===== src/rtl/mwbm_pkg.sv =====
`default_nettype none
package mwbm_pkg;

  // array sizes and field widths
  localparam int MAX_SIZE     = 32;
  localparam int IDX_W        = 5;
  localparam int CNT_W        = 6;
  localparam int WEIGHT_BITS  = 16;
  localparam int ADDR_W       = 2 * IDX_W;
  localparam int LAB_W        = 32;
  localparam int SLK_W        = LAB_W + 2;
  localparam int SUM_W        = LAB_W + 6;
  localparam int TOTAL_W      = 21;
  localparam int EXTRA_ROUNDS = 11;
  localparam logic [SLK_W-1:0] NO_SLACK = SLK_W'(1) << 30;

  // input operation codes
  localparam logic [1:0] OP_CLEAR = 2'd0;
  localparam logic [1:0] OP_WRITE = 2'd1;
  localparam logic [1:0] OP_SOLVE = 2'd2;

  // configuration register indexes
  localparam logic CFG_ROWS = 1'b0;
  localparam logic CFG_COLS = 1'b1;

  typedef enum logic [3:0] {
    ST_CLEAR, ST_IDLE, ST_MAX_RD, ST_MAX_CHK, ST_ROUND, ST_DFS_RD, ST_DFS_CHK,
    ST_UNWIND, ST_FAIL, ST_ADJ_START, ST_ADJ_RD, ST_ADJ_CHK, ST_APPLY,
    ST_ROW_NEXT, ST_SUM, ST_EMIT
  } state_t;

  typedef enum logic [4:0] {
    DP_NOP, DP_CLR_START, DP_CLEAR, DP_WRITE, DP_SOLVE_START, DP_MAX_RD,
    DP_MAX_CHK, DP_ROUND_START, DP_DFS_RD, DP_DFS_CHK, DP_UNWIND, DP_FAIL,
    DP_ADJ_START, DP_ADJ_RD, DP_ADJ_CHK, DP_APPLY, DP_ROW_NEXT, DP_SUM, DP_EMIT
  } dp_op_t;

  typedef struct packed {
    dp_op_t op;
  } dp_cmd_t;

  typedef struct packed {
    logic clr_done;
    logic it_last;
    logic dfs_end;
    logic dfs_skip;
    logic tight;
    logic col_free;
    logic sp_zero;
    logic adj_skip;
    logic round_cap;
    logic root_last;
    logic sum_last;
    logic out_free;
    logic emit_last;
  } dp_stat_t;

endpackage
`default_nettype wire


===== src/rtl/mwbm_ctrl.sv =====
`default_nettype none
module mwbm_ctrl
  import mwbm_pkg::*;
(
  input  wire logic     clk,
  input  wire logic     rst_n,
  input  wire logic     in_valid,
  input  wire logic [1:0] in_op,
  output logic          in_ready,
  input  wire dp_stat_t stat,
  output dp_cmd_t       cmd
);

  state_t state_r, state_nxt;

  // state register, reset starts the weight clearing sweep
  always_ff @(posedge clk) begin
    if (!rst_n) begin
      state_r <= ST_CLEAR;
    end else begin
      state_r <= state_nxt;
    end
  end

  // next state and datapath command
  always_comb begin
    state_nxt = state_r;
    cmd.op    = DP_NOP;
    in_ready  = 1'b0;
    unique case (state_r)
      ST_CLEAR: begin
        cmd.op = DP_CLEAR;
        if (stat.clr_done) state_nxt = ST_IDLE;
      end
      ST_IDLE: begin
        in_ready = 1'b1;
        if (in_valid) begin
          unique case (in_op)
            OP_CLEAR: begin
              cmd.op    = DP_CLR_START;
              state_nxt = ST_CLEAR;
            end
            OP_WRITE: cmd.op = DP_WRITE;
            OP_SOLVE: begin
              cmd.op    = DP_SOLVE_START;
              state_nxt = ST_MAX_RD;
            end
            default: cmd.op = DP_NOP;
          endcase
        end
      end
      ST_MAX_RD: begin
        cmd.op    = DP_MAX_RD;
        state_nxt = ST_MAX_CHK;
      end
      ST_MAX_CHK: begin
        cmd.op    = DP_MAX_CHK;
        state_nxt = stat.it_last ? ST_ROUND : ST_MAX_RD;
      end
      ST_ROUND: begin
        cmd.op    = DP_ROUND_START;
        state_nxt = ST_DFS_RD;
      end
      ST_DFS_RD: begin
        cmd.op = DP_DFS_RD;
        priority if (stat.dfs_end) state_nxt = ST_FAIL;
        else if (stat.dfs_skip)    state_nxt = ST_DFS_RD;
        else                       state_nxt = ST_DFS_CHK;
      end
      ST_DFS_CHK: begin
        cmd.op    = DP_DFS_CHK;
        state_nxt = (stat.tight && stat.col_free) ? ST_UNWIND : ST_DFS_RD;
      end
      ST_UNWIND: begin
        cmd.op = DP_UNWIND;
        if (stat.sp_zero) state_nxt = ST_ROW_NEXT;
      end
      ST_FAIL: begin
        cmd.op    = DP_FAIL;
        state_nxt = stat.sp_zero ? ST_ADJ_START : ST_DFS_RD;
      end
      ST_ADJ_START: begin
        cmd.op    = DP_ADJ_START;
        state_nxt = ST_ADJ_RD;
      end
      ST_ADJ_RD: begin
        cmd.op = DP_ADJ_RD;
        priority if (!stat.adj_skip) state_nxt = ST_ADJ_CHK;
        else if (stat.it_last)       state_nxt = ST_APPLY;
        else                         state_nxt = ST_ADJ_RD;
      end
      ST_ADJ_CHK: begin
        cmd.op    = DP_ADJ_CHK;
        state_nxt = stat.it_last ? ST_APPLY : ST_ADJ_RD;
      end
      ST_APPLY: begin
        cmd.op    = DP_APPLY;
        state_nxt = stat.round_cap ? ST_ROW_NEXT : ST_ROUND;
      end
      ST_ROW_NEXT: begin
        cmd.op    = DP_ROW_NEXT;
        state_nxt = stat.root_last ? ST_SUM : ST_ROUND;
      end
      ST_SUM: begin
        cmd.op = DP_SUM;
        if (stat.sum_last) state_nxt = ST_EMIT;
      end
      ST_EMIT: begin
        if (stat.out_free) begin
          cmd.op = DP_EMIT;
          if (stat.emit_last) state_nxt = ST_IDLE;
        end
      end
      default: state_nxt = ST_IDLE;
    endcase
  end

endmodule
`default_nettype wire


===== config.mk =====
export PLATFORM = sky130hd
export DESIGN_NAME = mwbm_ctrl
export DESIGN_NICKNAME = d
export VERILOG_FILES = /design/src/rtl/mwbm_pkg.sv /design/src/rtl/mwbm_ctrl.sv
export SDC_FILE = /design/constraint.sdc
export NUM_CORES = 1
export LEC_CHECK = 0
export BUFFER_PORTS_ARGS = -buffer_cell sky130_fd_sc_hd__buf_2
export CORE_MARGIN = 8
export CORE_UTILIZATION = 40
export CTS_CLUSTER_SIZE = 25
export DETAILED_ROUTE_END_ITERATION = 12
export GPL_ROUTABILITY_DRIVEN = 0
export PLACE_DENSITY = 0.7
export SETUP_SLACK_MARGIN = 0.2
export SLEW_MARGIN = 20
export SYNTH_ARGS = -nofsm -noshare
export SYNTH_HDL_FRONTEND = slang
export SYNTH_SLANG_ARGS = --single-unit

===== constraint.sdc =====
create_clock -name clk -period 1.86 [get_ports clk]
set_clock_uncertainty 0.05 [all_clocks]
set_input_delay 0.372 -clock clk [delete_from_list [all_inputs] [get_ports clk]]
set_output_delay 0.372 -clock clk [all_outputs]
set_load 0.01 [all_outputs]

Yosys cells after proc, flatten, opt, wreduce, memory -nomap -nowiden

Cells that the tools add are included.

Flip-flop bits (word level): 4
Bits in latches: 0
Bits in writable memories: 0
Bits in read-only memories: 0
Input port bits: 18
Output and inout bits: 6
Logic and storage cells: 51
Memories: 0

$add $sub $neg: 0
Multiply operators: 0
Div/mod/pow operators: 0
Magnitude comparators: 0
Equal/unequal tests: 24
Shift-type cells: 0
Mux-type cells: 22
Bitwise logic cells: 0
Reductions and logical operators: 4

Operators with widths:

| cell                                                | number |
|---|---|
| one-hot mux 5 bit (16 select lines)                 | 1 |
| one-hot mux 4 bit (16 select lines)                 | 1 |
| 2-to-1 mux 4 bit                                    | 10 |
| equality test 4 bit, second input constant          | 8 |
| equality test 4 x 3 -> 1 bit, second input constant | 4 |
| 2-to-1 mux 3 bit                                    | 4 |
| != test 2 bit, second input constant                | 6 |
| one-hot mux 3 bit (3 select lines)                  | 1 |
| equality test 4 x 2 -> 1 bit, second input constant | 2 |
| one-hot mux 4 bit (2 select lines)                  | 1 |
| AND reduction 7 bit                                 | 1 |
| 2-to-1 mux 5 bit                                    | 1 |
| equality test 4 x 1 -> 1 bit, second input constant | 1 |
| zero test 4 bit                                     | 1 |
| 2-to-1 mux 2 bit                                    | 2 |
| != test 3 bit, second input constant                | 1 |
| equality test 2 x 1 -> 1 bit, second input constant | 1 |
| equality test 2 bit, second input constant          | 1 |
| zero test 2 bit                                     | 1 |
| logical AND 1 bit                                   | 1 |
| 2-to-1 mux 1 bit                                    | 1 |

Logic depth before layout (Yosys ltp)

Gate-level depths: netlist of run 1.

Depth in word-level cells: 4
Depth in mapped cells: 7
Gate-level depth less buffers: 5

Worst setup path before layout of run 1

Ideal clock, no wire load.

Path kind: register to output
Start: register state_r[0]
End: output cmd[2] in the netlist's numbering
Arrival: 1.284 ns
Data required time: 1.438 ns
Setup slack: 0.154 ns
Cell stages (with the launch flop): 6
Buffers on the path: 3
Cell sequence: dfxtp_1 buf_6 buf_2 clkbuf_1 nor2_1 a221o_1

RTL lines:

| what                     | line            | RTL |
|---|---|---|
| start: declaration       | mwbm_ctrl.sv:14 | `state_t state_r, state_nxt;` |
| start signal: assignment | mwbm_ctrl.sv:21 | `state_r <= state_nxt;` |
| end: declaration         | mwbm_ctrl.sv:11 | `output dp_cmd_t cmd` |

==> results of run 1 <==
logic make-up (layout without fill, tap and decap cells):
group | count (synthesis) | count (layout)
and+or+nand+nor | 49 | 49
AOI/OAI and AO/OA | 32 | 32
buffers and inverters | 11 | 45
DFF | 4 | 4
xor gates and xnor gates | 1 | 1
muxes | 1 | 1
layout by cell type (no fill, tap or decap), types with 2 or more instances in the layout:
| cell | count |
|---|---|
| a21boi_0 | 2 |
| a21boi_2 | 2 |
| a21oi_1 | 5 |
| a21oi_4 | 2 |
| and3b_1 | 2 |
| buf_12 | 2 |
| buf_2 | 23 |
| buf_4 | 9 |
| buf_6 | 4 |
| clkbuf_4 | 3 |
| dfxtp_2 | 3 |
| inv_1 | 2 |
| nand2_1 | 6 |
| nand3_1 | 3 |
| nand4b_1 | 3 |
| nor2_1 | 10 |
| nor2_2 | 2 |
| nor2b_1 | 3 |
| nor3_4 | 2 |
| o21a_1 | 2 |
| o21ai_0 | 6 |
| o21ai_1 | 2 |
| o21ai_2 | 2 |
| or2b_1 | 2 |
| or4_1 | 2 |
cells in the mapped netlist (all sizes together) (2+ instances only):
| library cell | n |
|---|---|
| o31ai | 2 |
| or4 | 3 |
| nand4b | 3 |
| nand3 | 4 |
| dfxtp | 4 |
| buf | 8 |
| a21boi | 4 |
| o21ai | 10 |
| nor3 | 4 |
| nand2 | 7 |
| nor2 | 13 |
| a21oi | 7 |
| nor2b | 4 |
| or2b | 2 |
| and3b | 2 |
| o21a | 2 |
| inv | 2 |
| nand2b | 2 |
timing repair:
| action | in CTS | in global routing |
|---|---|---|
| gates resized for setup | 21 | 15 |
| cloned | 0 | 1 |
| buffers inserted | 2 | 4 |
| pin swaps | 5 | 3 |
| setup endpoints to repair | 10 | 10 |
cell type report:
type                    instances  area [sq um]
inverters                       2         7.507
fillers                       134         581.8
flip-flops and latches          4         87.58
multi-input cells              83         660.6
clock buffers                   3         22.52
repair buffers                 40         307.8
well taps                      17         21.27
through the flow:
step	util (%)	area, sq um
final	65.56	1107
after global routing	65.56	1107
after CTS	58.89	994.7
after detailed placement	51.41	868.3
after global placement	51.41	868.3
after floorplan	-	704.4
report_power, final:
part | total [mW] | internal (mW) | leakage (nW) | switching (mW)
Sequential | 0.0947 | 0.0897 | 0.0346 | 0.00504
Clock | 0.115 | 0.0726 | 0.0138 | 0.0423
Combinational | 0.221 | 0.106 | 0.418 | 0.115
worst reg2reg max path: cells and delay by family, from the launching register on:
kind / cells / cell delay (ns)
simple gates: 3 / 0.71
buf+inv: 2 / 0.28
flops: 1 / 0.33
compound gates: 2 / 0.35
worst max path at each step:
stage / cells after the start / from / end / slack, ns
after floorplan: 3 / state_r[3]$_SDFFE_PN0P_ / cmd[2] / 0.18
after global placement: 6 / state_r[3]$_SDFFE_PN0P_ / state_r[1]$_SDFFE_PN0P_ / 0.06
after detailed placement: 6 / state_r[3]$_SDFFE_PN0P_ / state_r[1]$_SDFFE_PN0P_ / 0.05
after CTS: 4 / state_r[3]$_SDFFE_PN0P_ / cmd[2] / -0.15
after global routing: 4 / state_r[3]$_SDFFE_PN0P_ / cmd[2] / -0.24
final: 4 / state_r[3]$_SDFFE_PN0P_ / cmd[2] / -0.14
metal layers:
metal  global-route usage (%)  up-vias
met3                    3.753       13
met1                    16.46      439
met5                        0        -
li1                         -      431
met4                    6.643        0
met2                    23.25       57
==> results.md, run 1 <==
* Status: complete, but fails checks
* Failing checks: setup timing
* Wire length on met3 at 210 microns
* CTS Hold Bufs at 0
* Final HPWL DP at 1.572 mm
* DR vias/cell at 6.309
* Crit-path slowest cell: or4b_4
* Layout Area Growth over Synthesis at 58.04%
* Post-synth EDFFs at 0
* Setup TNS at -0.2244 ns
* CTS max path bufs at 2
* Row cnt at 15
* Pwr Total at 431.0 uW
* Per-cell routed wire length at 16.99 microns
* Gr usage total at 14.10%
* CTS tree: done
* RR Startpoint: state_r[3]$_SDFFE_PN0P_
* Largest reg by FF count: state_r
* Slew margin rel. at 70.82%
* Mapped Cells at 98
* Post-synth cell types at 40
* Critical Path Fanout Max at 2
* Initial Util at 41.48%
* Xor and xnor area share after synthesis at 1.250%
* Root buffer cell: clkbuf_4
* # DRC at 0
* Clock Sinks at 4
* Post-synth top area cell: dfxtp_1
* Hold Path Cell Cnt at 2
* Synthesized area per cell at 7.150 sq um
* Non-filler cells, final at 149
* Die H at 57.86 microns
* R2R Path End: state_r[1]$_SDFFE_PN0P_
* Critical path data required time at 1.44 ns
* Syn Nets at 116
* Pins Over Slew Limit at 0
* Synth Register Bits at 4
* Crit path DAT at 1.58 ns
* Share of post-route cells with drive strength above 1 at 53.79%
* Setup violations, final at 2
* Final period utilization at 107.7%
* Critical path startpoint category: flop
* Critical path type: flop to output pin
* Post-Route WL at 2.532 mm
* Register area share after synthesis at 11.43%
* Routed vias at 940
* Final Net Count at 152
* HP Class: input port to flop
* Core area at 0.001689 sq mm
* Final Hold Vio Count at 0
* Leakage at 0.4664 nW
* Crit path max-delay family: simple AND/OR/NAND/NOR gates
* Top flop regs: state_r (4)
* Post-synthesis compound-gate area fraction at 31.07%
* Worst setup margin at -0.1428 ns
* Hold Startpoint: rst_n
* PortBufs at 23
* Main combinational cell family by area after synthesis: simple AND/OR/NAND/NOR gates
* Metal-1 WL at 1.002 mm
* Max incr delay on CP at 0.55 ns
* Die ar. at 0.003347 sq mm
* Detailed Routing Iterations Pass 1 at 4
* Die Width at 57.86 microns
* Leading register cell type out of synthesis: dfxtp_1
* Top Ports at 24
* Worst path buffer plus inverter count at 1
* Ant diodes at 0
* Async set-reset flop share out of synthesis at 0%
* Post-synthesis adder-cell area fraction at 0%
* Placed cell count at 139
* Max Fclk at 0.4993 GHz
* Pwr dens at 389.2 mW/mm^2
* Synth Area in Simple Gates at 45.18%
* Htree depth at 1
* RSZ-0062 raised after global routing: true
* Clk_lat worst skew at 0.25 ns
* Fin crit period at 2.003 ns
* Gr ovfl total at 0
* Synth area leaders: dfxtp_1 (11%), o21ai_0 (6.4%), nor2_1 (6.4%)
* Metal2 WL at 1.241 mm
* Cts bufs inserted at 3
* Drt first-iter violations at 47
* First-pass GRT wire length at 3.843 mm
* Min-Delay Endpoint: state_r[3]$_SDFFE_PN0P_
* Cells along the critical path: or4b_4 -> nor3b_2 -> a221o_1 -> buf_2
* CP endpoint kind: output pin
* Final antenna-violating net count at 0
* Vias in the first global route at 847
* Peak VDD IR at 0.3981 mV
* Mux cell area share after synthesis at 1.607%
* Post-Syn Area at 700.7 sq um
* Max FFs per register at 4
* Worst-path clk slew at 0.03 ns
* Slack of the worst reg-to-reg path at 0.03 ns
* Max Used Layer: met4
* Largest net degree at the start of global routing at 21
* Worst-Margin Slew at 0.4377 ns
* Synth top area share at 11.43%
* Yosys Warn Count at 0
* Initial antenna violation count at 0
* Maxcap violations at 0
* WHS at 0.3447 ns
* DP Worst Slack at 0.04638 ns
* Worst reg-to-reg path cell count at 7
(Power assumes the default switching activity.)
==> run 2: changes to the inputs <==
--- a/config.mk
+++ b/config.mk
@@ -6,7 +6,6 @@
 export NUM_CORES = 1
 export LEC_CHECK = 0
 export BUFFER_PORTS_ARGS = -buffer_cell sky130_fd_sc_hd__buf_2
-export CORE_MARGIN = 8
 export CORE_UTILIZATION = 40
 export CTS_CLUSTER_SIZE = 25
 export DETAILED_ROUTE_END_ITERATION = 12
==> constraint.sdc (replaced) <==
create_clock -name clk -period 1.9 [get_ports clk]
set_clock_uncertainty 0.05 [all_clocks]
set_input_delay 0.38 -clock clk [delete_from_list [all_inputs] [get_ports clk]]
set_output_delay 0.38 -clock clk [all_outputs]
set_load 0.01 [all_outputs]
==> run 2 against run 1 <==
Against the previous run:
- the run still ends with setup timing left
- count of clock-buffer cells in the layout is the same
- sequential share of layout area down 0.31 points
- worst setup slack got worse by 0.011 ns
- wire length rose by 0.32%
- sequential power down 0.8%
- largest power group unchanged
- highest routed layer unchanged
==> results.md, run 2 (synthesized netlist as in run 1, its figures left out) <==
* CTS tree: done (unchanged)
* Clock power frac at 26.7% (about the same)
* Met1 Use GR at 36.25% (was 16.46%)
* First-pass GRT wire length at 3.843 mm (unchanged)
* Final antenna-violating net count at 0 (unchanged)
* Die H at 43.86 microns (was 57.86 microns)
* Gr usage total at 26.64% (was 14.10%)
* Maxcap violations at 0 (unchanged)
* Layout Area Growth over Synthesis at 59.82% (was 58.04%)
* Initial antenna violation count at 0 (unchanged)
* Max Fclk at 0.4869 GHz
* Htree depth at 1 (unchanged)
* Failing checks: setup timing (unchanged)
* CTS Hold Bufs at 0 (unchanged)
* Leakage at 0.4755 nW (was 0.4664 nW)
* Slew margin rel. at 72.66% (was 70.82%)
* Row cnt at 14 (was 15)
* Top Ports at 24 (unchanged)
* Worst setup margin at -0.1537 ns (was -0.1428 ns)
* CTS max path bufs at 2 (unchanged)
* Top flop regs: state_r (4) (unchanged)
* Share of post-route cells with drive strength above 1 at 55.73% (was 53.79%)
* RSZ-0062 raised after global routing: true (unchanged)
* Grt met3 use at 2.500% (was 3.753%)
* Ant diodes at 0 (unchanged)
* CP endpoint kind: output pin (unchanged)
* Setup violations, final at 1 (was 2)
* Fin crit period at 2.054 ns
* Critical path data required time at 1.47 ns (was 1.44 ns)
* Int Pwr at 261.1 uW (was 268.3 uW)
* Crit path DAT at 1.62 ns (was 1.58 ns)
* Commonest non-fill, non-tap cell in the layout: buf_2 (unchanged)
* Core area at 0.001577 sq mm (was 0.001689 sq mm)
* Cells along the critical path: or4b_4 -> nor3b_4 -> a221o_1 -> buf_2 (was or4b_4 -> nor3b_2 -> a221o_1 -> buf_2)
* Gr ovfl total at 0 (unchanged)
* Pins Over Slew Limit at 0 (unchanged)
* HP Class: input port to flop (unchanged)
* Vias in the first global route at 782 (was 847)
* Sequential Power Share at 21.8% (was 22.0%)
* Peak VDD IR at 0.3887 mV (was 0.3981 mV)
* Initial Util at 44.44% (was 41.48%)
* Final Net Count at 151 (was 152)
* Status: complete, but fails checks (unchanged)
* Post-layout util at 71.03% (was 65.56%)
* Die ar. at 0.001923 sq mm (was 0.003347 sq mm)
* Comb power frac at 51.5% (was 51.4%)
* Largest net degree at the start of global routing at 18 (was 21)
* Critical path type: flop to output pin (unchanged)
* DR vias/cell at 6.163 (was 6.309)
* Final HPWL DP at 1.502 mm (was 1.572 mm)
* Net Sw Power at 169.0 uW (was 162.7 uW)
* Die Width at 43.86 microns (was 57.86 microns)
* Largest reg by FF count: state_r (unchanged)
* Detailed Routing Iterations Pass 1 at 6 (was 4)
* Cts bufs inserted at 3 (unchanged)
* Post-Route WL at 2.540 mm (was 2.532 mm)
* GRT busiest layer: met2 (unchanged)
* Final period utilization at 108.1%
* Clk_lat worst skew at 0.25 ns (about the same)
* Max FFs per register at 4 (unchanged)
* Root buffer cell: clkbuf_4 (unchanged)
* Pwr dens at 384.1 mW/mm^2 (was 389.2 mW/mm^2)
* Net Sw Frac at 39.29% (was 37.76%)
* FILL cells at 116 (was 134)
* Drt first-iter violations at 33 (was 47)
* Worst-Margin Slew at 0.4102 ns (was 0.4377 ns)
* Most frequent cells in the layout: buf_2 (23), nor2_1 (9), buf_4 (9), a21oi_1 (5), o21ai_0 (5) (was buf_2 (23), nor2_1 (10), buf_4 (9), o21ai_0 (6), nand2_1 (6))
* Per-cell routed wire length at 17.28 microns (was 16.99 microns)
* Crit-path slowest cell: or4b_4 (unchanged)
* Routed vias at 906 (was 940)
* Critical Path Fanout Max at 2 (unchanged)
* Clock Sinks at 4 (unchanged)
* Setup TNS at -0.1537 ns (was -0.2244 ns)
* Final Hold Vio Count at 0 (unchanged)
* PortBufs at 23 (unchanged)
* Met2 Use GR at 44.78% (was 23.25%)
* Worst-path clk slew at 0.05 ns (was 0.03 ns)
* Pwr Total at 430.1 uW (was 431.0 uW)
* # DRC at 0 (unchanged)
* Critical path startpoint category: flop (unchanged)
* Max incr delay on CP at 0.53 ns (was 0.55 ns)
## run 2: stage by stage
step / cell area (sq um) / cells / hold slack, ns / setup slack, ns
3_3_place_gp: 844.6 / 137 / 0.5815 / 0.1429
5_1_grt: 1120 / 147 / 0.3496 / -0.1905
3_5_place_dp: 844.6 / 137 / 0.6010 / 0.1106
6_report: 1120 / 147 / 0.3505 / -0.1537
4_1_cts: 1055 / 146 / 0.3470 / -0.1363
2_1_floorplan: 701.9 / 98 / 0.4475 / 0.2151
## run 2: layout make-up
type / instances / area, sq um / share of cell area (%)
Clock buffer: 3 / 22.52 / 2.011
Multi-Input combinational cell: 83 / 701.9 / 62.68
Inverter: 2 / 7.507 / 0.6704
Tap cell: 16 / 20.02 / 1.788
Timing Repair Buffer: 39 / 282.8 / 25.25
Sequential cell: 4 / 85.08 / 7.598
## run 2: path summary, 6_finish.rpt
kind	startpoint	to	slack (ns)	depth (start not counted)
hold / removal	rst_n	state_r[3]$_SDFFE_PN0P_	0.35	2
setup reg to reg	state_r[1]$_SDFFE_PN0P_	state_r[3]$_SDFFE_PN0P_	0.04	7
hold reg to reg	state_r[2]$_SDFFE_PN0P_	state_r[2]$_SDFFE_PN0P_	0.60	3
setup / recovery	state_r[3]$_SDFFE_PN0P_	cmd[2]	-0.15	4
## run 2: metal layers
| metal | vias up | share of wire [%] |
|---|---|---|
| met3 | 6 | 6.9 |
| met1 | 428 | 41 |
| met4 | 0 | 2.0 |
| li1 | 429 | - |
| met2 | 43 | 50 |
| met5 | - | 0 |
## run 2: power by group through the flow
stage               sequential [mW]  clock [mW]  combinational, mW
finish                       0.0939       0.115              0.221
global route                 0.0946       0.117              0.232
floorplan                    0.0925           0              0.109
global placement             0.0924           0              0.155
detailed placement           0.0928           0              0.158
CTS                          0.0917       0.109              0.193
## run 2: worst max-delay path, delay by kind of cell (launching register included)
family	cells	cell delay (ns)
flops	1	0.32
compound gates	1	0.18
buf+inv	1	0.13
simple gates	2	0.73
## run 2: repair_timing
action	CTS	global route
endpoints found under the setup margin	9	10
setup buffers	6	1
resized for setup	35	14
pin swaps	12	5
==> run 3: changes to the inputs <==
--- a/config.mk
+++ b/config.mk
@@ -6,11 +6,14 @@
 export NUM_CORES = 1
 export LEC_CHECK = 0
 export BUFFER_PORTS_ARGS = -buffer_cell sky130_fd_sc_hd__buf_2
-export CORE_UTILIZATION = 40
+export CELL_PAD_IN_SITES_DETAIL_PLACEMENT = 2
+export CELL_PAD_IN_SITES_GLOBAL_PLACEMENT = 2
+export CORE_MARGIN = 3
+export CORE_UTILIZATION = 26
 export CTS_CLUSTER_SIZE = 25
 export DETAILED_ROUTE_END_ITERATION = 12
 export GPL_ROUTABILITY_DRIVEN = 0
-export PLACE_DENSITY = 0.7
+export PLACE_DENSITY = 0.82
 export SETUP_SLACK_MARGIN = 0.2
 export SLEW_MARGIN = 20
 export SYNTH_ARGS = -nofsm -noshare
==> run 3 against run 2 <==
Against the previous run:
- the flow still finishes with violations (setup timing)
- cell count is 16% higher
- global-route usage increased by 0.36 points
- utilization is 21 points lower
- wire length is 72% higher
- combinational power increased by 16%
- critical path type unchanged
- largest power group unchanged
==> results.md, run 3 (synthesized netlist as in run 1, its figures left out) <==
* Status: complete, but fails checks (unchanged)
* Failing checks: setup timing (unchanged)
* Post-place instance area at 874.6 sq um (was 844.6 sq um)
* PortBufs at 23 (unchanged)
* Top flop regs: state_r (4) (unchanged)
* Die Width at 57.91 microns (was 43.86 microns)
* Core area at 0.002522 sq mm (was 0.001577 sq mm)
* Final period utilization at 110.4% (was 108.1%)
* Detailed Routing Iterations Pass 1 at 4 (was 6)
* Routed vias at 976 (was 906)
* Gr ovfl total at 0 (unchanged)
* Largest net degree at the start of global routing at 31 (was 18)
* Largest reg by FF count: state_r (unchanged)
* Worst-path clk slew at 0.04 ns (was 0.05 ns)
* HP Class: input port to flop (unchanged)
* Gr usage total at 27.00% (was 26.64%)
* Max Fclk at 0.4767 GHz (was 0.4869 GHz)
* Setup violations, final at 3 (was 1)
* FILL cells at 279 (was 116)
* Critical path data required time at 1.47 ns (about the same)
* Ant diodes at 0 (unchanged)
* Final antenna-violating net count at 0 (unchanged)
* Clk_lat worst skew at 0.25 ns (about the same)
* Pwr dens at 367.4 mW/mm^2 (was 384.1 mW/mm^2)
* Min-Delay Endpoint: state_r[3]$_SDFFE_PN0P_ (unchanged)
* DR vias/cell at 5.708 (was 6.163)
* RR Startpoint: state_r[1]$_SDFFE_PN0P_ (unchanged)
* Crit path DAT at 1.67 ns (was 1.62 ns)
* Seq. cell area at 85.08 sq um (unchanged)
* CTS tree: done (unchanged)
* Cts bufs inserted at 3 (unchanged)
* # DRC at 0 (unchanged)
* CTS max path bufs at 2 (unchanged)
* Fin crit period at 2.098 ns (was 2.054 ns)
* Die ar. at 0.003354 sq mm (was 0.001923 sq mm)
* Hold Path Cell Cnt at 2 (unchanged)
* Htree depth at 1 (unchanged)
* Post-Layout Inst Area at 0.001257 sq mm (was 0.001120 sq mm)
* Peak VDD IR at 0.2278 mV (was 0.3887 mV)
* Top Ports at 24 (unchanged)
* Maxcap violations at 0 (unchanged)
* RSZ-0062 raised after global routing: true (unchanged)
* Clock Sinks at 4 (unchanged)
* Final HPWL DP at 2.283 mm (was 1.502 mm)
* Layout Area Growth over Synthesis at 79.46% (was 59.82%)
* Critical Path Fanout Max at 2 (unchanged)
* WHS at 0.3735 ns (was 0.3505 ns)
* CP endpoint kind: output pin (unchanged)
* Worst-Margin Slew at 0.4348 ns (was 0.4102 ns)
* Critical path startpoint category: flop (unchanged)
* Pins Over Slew Limit at 0 (unchanged)
* Share of post-route cells with drive strength above 1 at 63.83% (was 55.73%)
* Leakage at 0.5410 nW (was 0.4755 nW)
* Per-cell routed wire length at 25.49 microns (was 17.28 microns)
* Post-Route WL at 4.358 mm (was 2.540 mm)
* Worst reg-to-reg path cell count at 7 (unchanged)
* Die H at 57.91 microns (was 43.86 microns)
* Multi-input logic area at 738.2 sq um (was 701.9 sq um)
* Drt first-iter violations at 19 (was 33)
* Row cnt at 18 (was 14)
* Vias in the first global route at 1037 (was 782)
* Commonest non-fill, non-tap cell in the layout: buf_2 (unchanged)
* Max FFs per register at 4 (unchanged)
* Worst setup margin at -0.1979 ns (was -0.1537 ns)
* Slack of the worst reg-to-reg path at -0.04 ns (was 0.04 ns)
* Critical path type: flop to output pin (unchanged)
* Most frequent cells in the layout: buf_2 (24), buf_4 (16), nor2_1 (7), o21ai_0 (6), buf_6 (5) (was buf_2 (23), nor2_1 (9), buf_4 (9), a21oi_1 (5), o21ai_0 (5))
* Initial antenna violation count at 0 (unchanged)
* Initial Util at 27.78% (was 44.44%)
* Final Net Count at 161 (was 151)
* Final Hold Vio Count at 0 (unchanged)
* Slew margin rel. at 70.76% (was 72.66%)
* First-pass GRT wire length at 6.472 mm (was 3.843 mm)
* Hold Startpoint: rst_n (unchanged)
* R2R Path End: state_r[3]$_SDFFE_PN0P_ (unchanged)
* Root buffer cell: clkbuf_4 (unchanged)
run 3: cell types whose count changed in the layout (fill, tap and decap cells not counted), moves of 2 or more:
| cell | delta |
|---|---|
| o21ai_1 | -2 |
| nor2_4 | +2 |
| nor2_1 | -2 |
| buf_4 | +7 |
run 3: metal layers:
layer | GRT usage, % | up-vias | share of wire (%)
met5 | 0 | - | 0
met4 | 10.26 | 0 | 1.4
met3 | 1.336 | 5 | 2.7
met2 | 44.19 | 28 | 50
met1 | 37.23 | 496 | 46
li1 | - | 447 | -
run 3: final cells by class:
class | instances | share of cell area, %
clock buffers | 3 | 1.791
inverters | 2 | 0.5970
multi-input cells | 83 | 58.71
flip-flops and latches | 4 | 6.766
well taps | 30 | 2.985
repair buffers | 49 | 29.15
run 3: critical path, stage by stage (launching register included):
cell     delay (ns)
dfxtp_2        0.32
or4b_4         0.56
nor3b_4        0.21
a221o_1        0.19
buf_2          0.13
run 3: stage by stage:
step	util (%)	total power [mW]	TNS (ns)	instances	setup WS [ns]
after floorplan	-	0.2015	0	98	0.2151
after global placement	34.67	0.2576	0	151	0.1534
after detailed placement	34.67	0.2655	0	151	0.1214
after CTS	47.07	0.4380	-0.1278	169	-0.1278
after global routing	49.85	0.4861	-0.5797	171	-0.2318
final	49.85	0.4620	-0.3524	171	-0.1979
run 3: timing repair:
| item | CTS | global route |
|---|---|---|
| pin swaps | 12 | 9 |
| hold buffers | 0 | 0 |
| setup buffers | 15 | 2 |
| hold endpoints to repair | 0 | 0 |
| resized for setup | 46 | 12 |
| setup endpoints to repair | 10 | 10 |
run 3: how the worst max path moves through the flow:
| stage | startpoint | to | slack (ns) | cells after the start |
|---|---|---|---|---|
| after floorplan | state_r[1]$_SDFFE_PN0P_ | cmd[2] | 0.22 | 3 |
| after global placement | state_r[0]$_SDFFE_PN0P_ | cmd[2] | 0.15 | 4 |
| after detailed placement | state_r[0]$_SDFFE_PN0P_ | cmd[2] | 0.12 | 4 |
| after CTS | state_r[1]$_SDFFE_PN0P_ | cmd[2] | -0.13 | 4 |
| after global routing | state_r[1]$_SDFFE_PN0P_ | cmd[2] | -0.23 | 4 |
| final | state_r[1]$_SDFFE_PN0P_ | cmd[2] | -0.20 | 4 |
run 3: power by group:
part	internal, mW	switching [mW]	total [mW]
clock network	0.0710	0.0408	0.112
registers	0.0892	0.00403	0.0933
logic	0.109	0.148	0.257
total	0.270	0.192	0.462
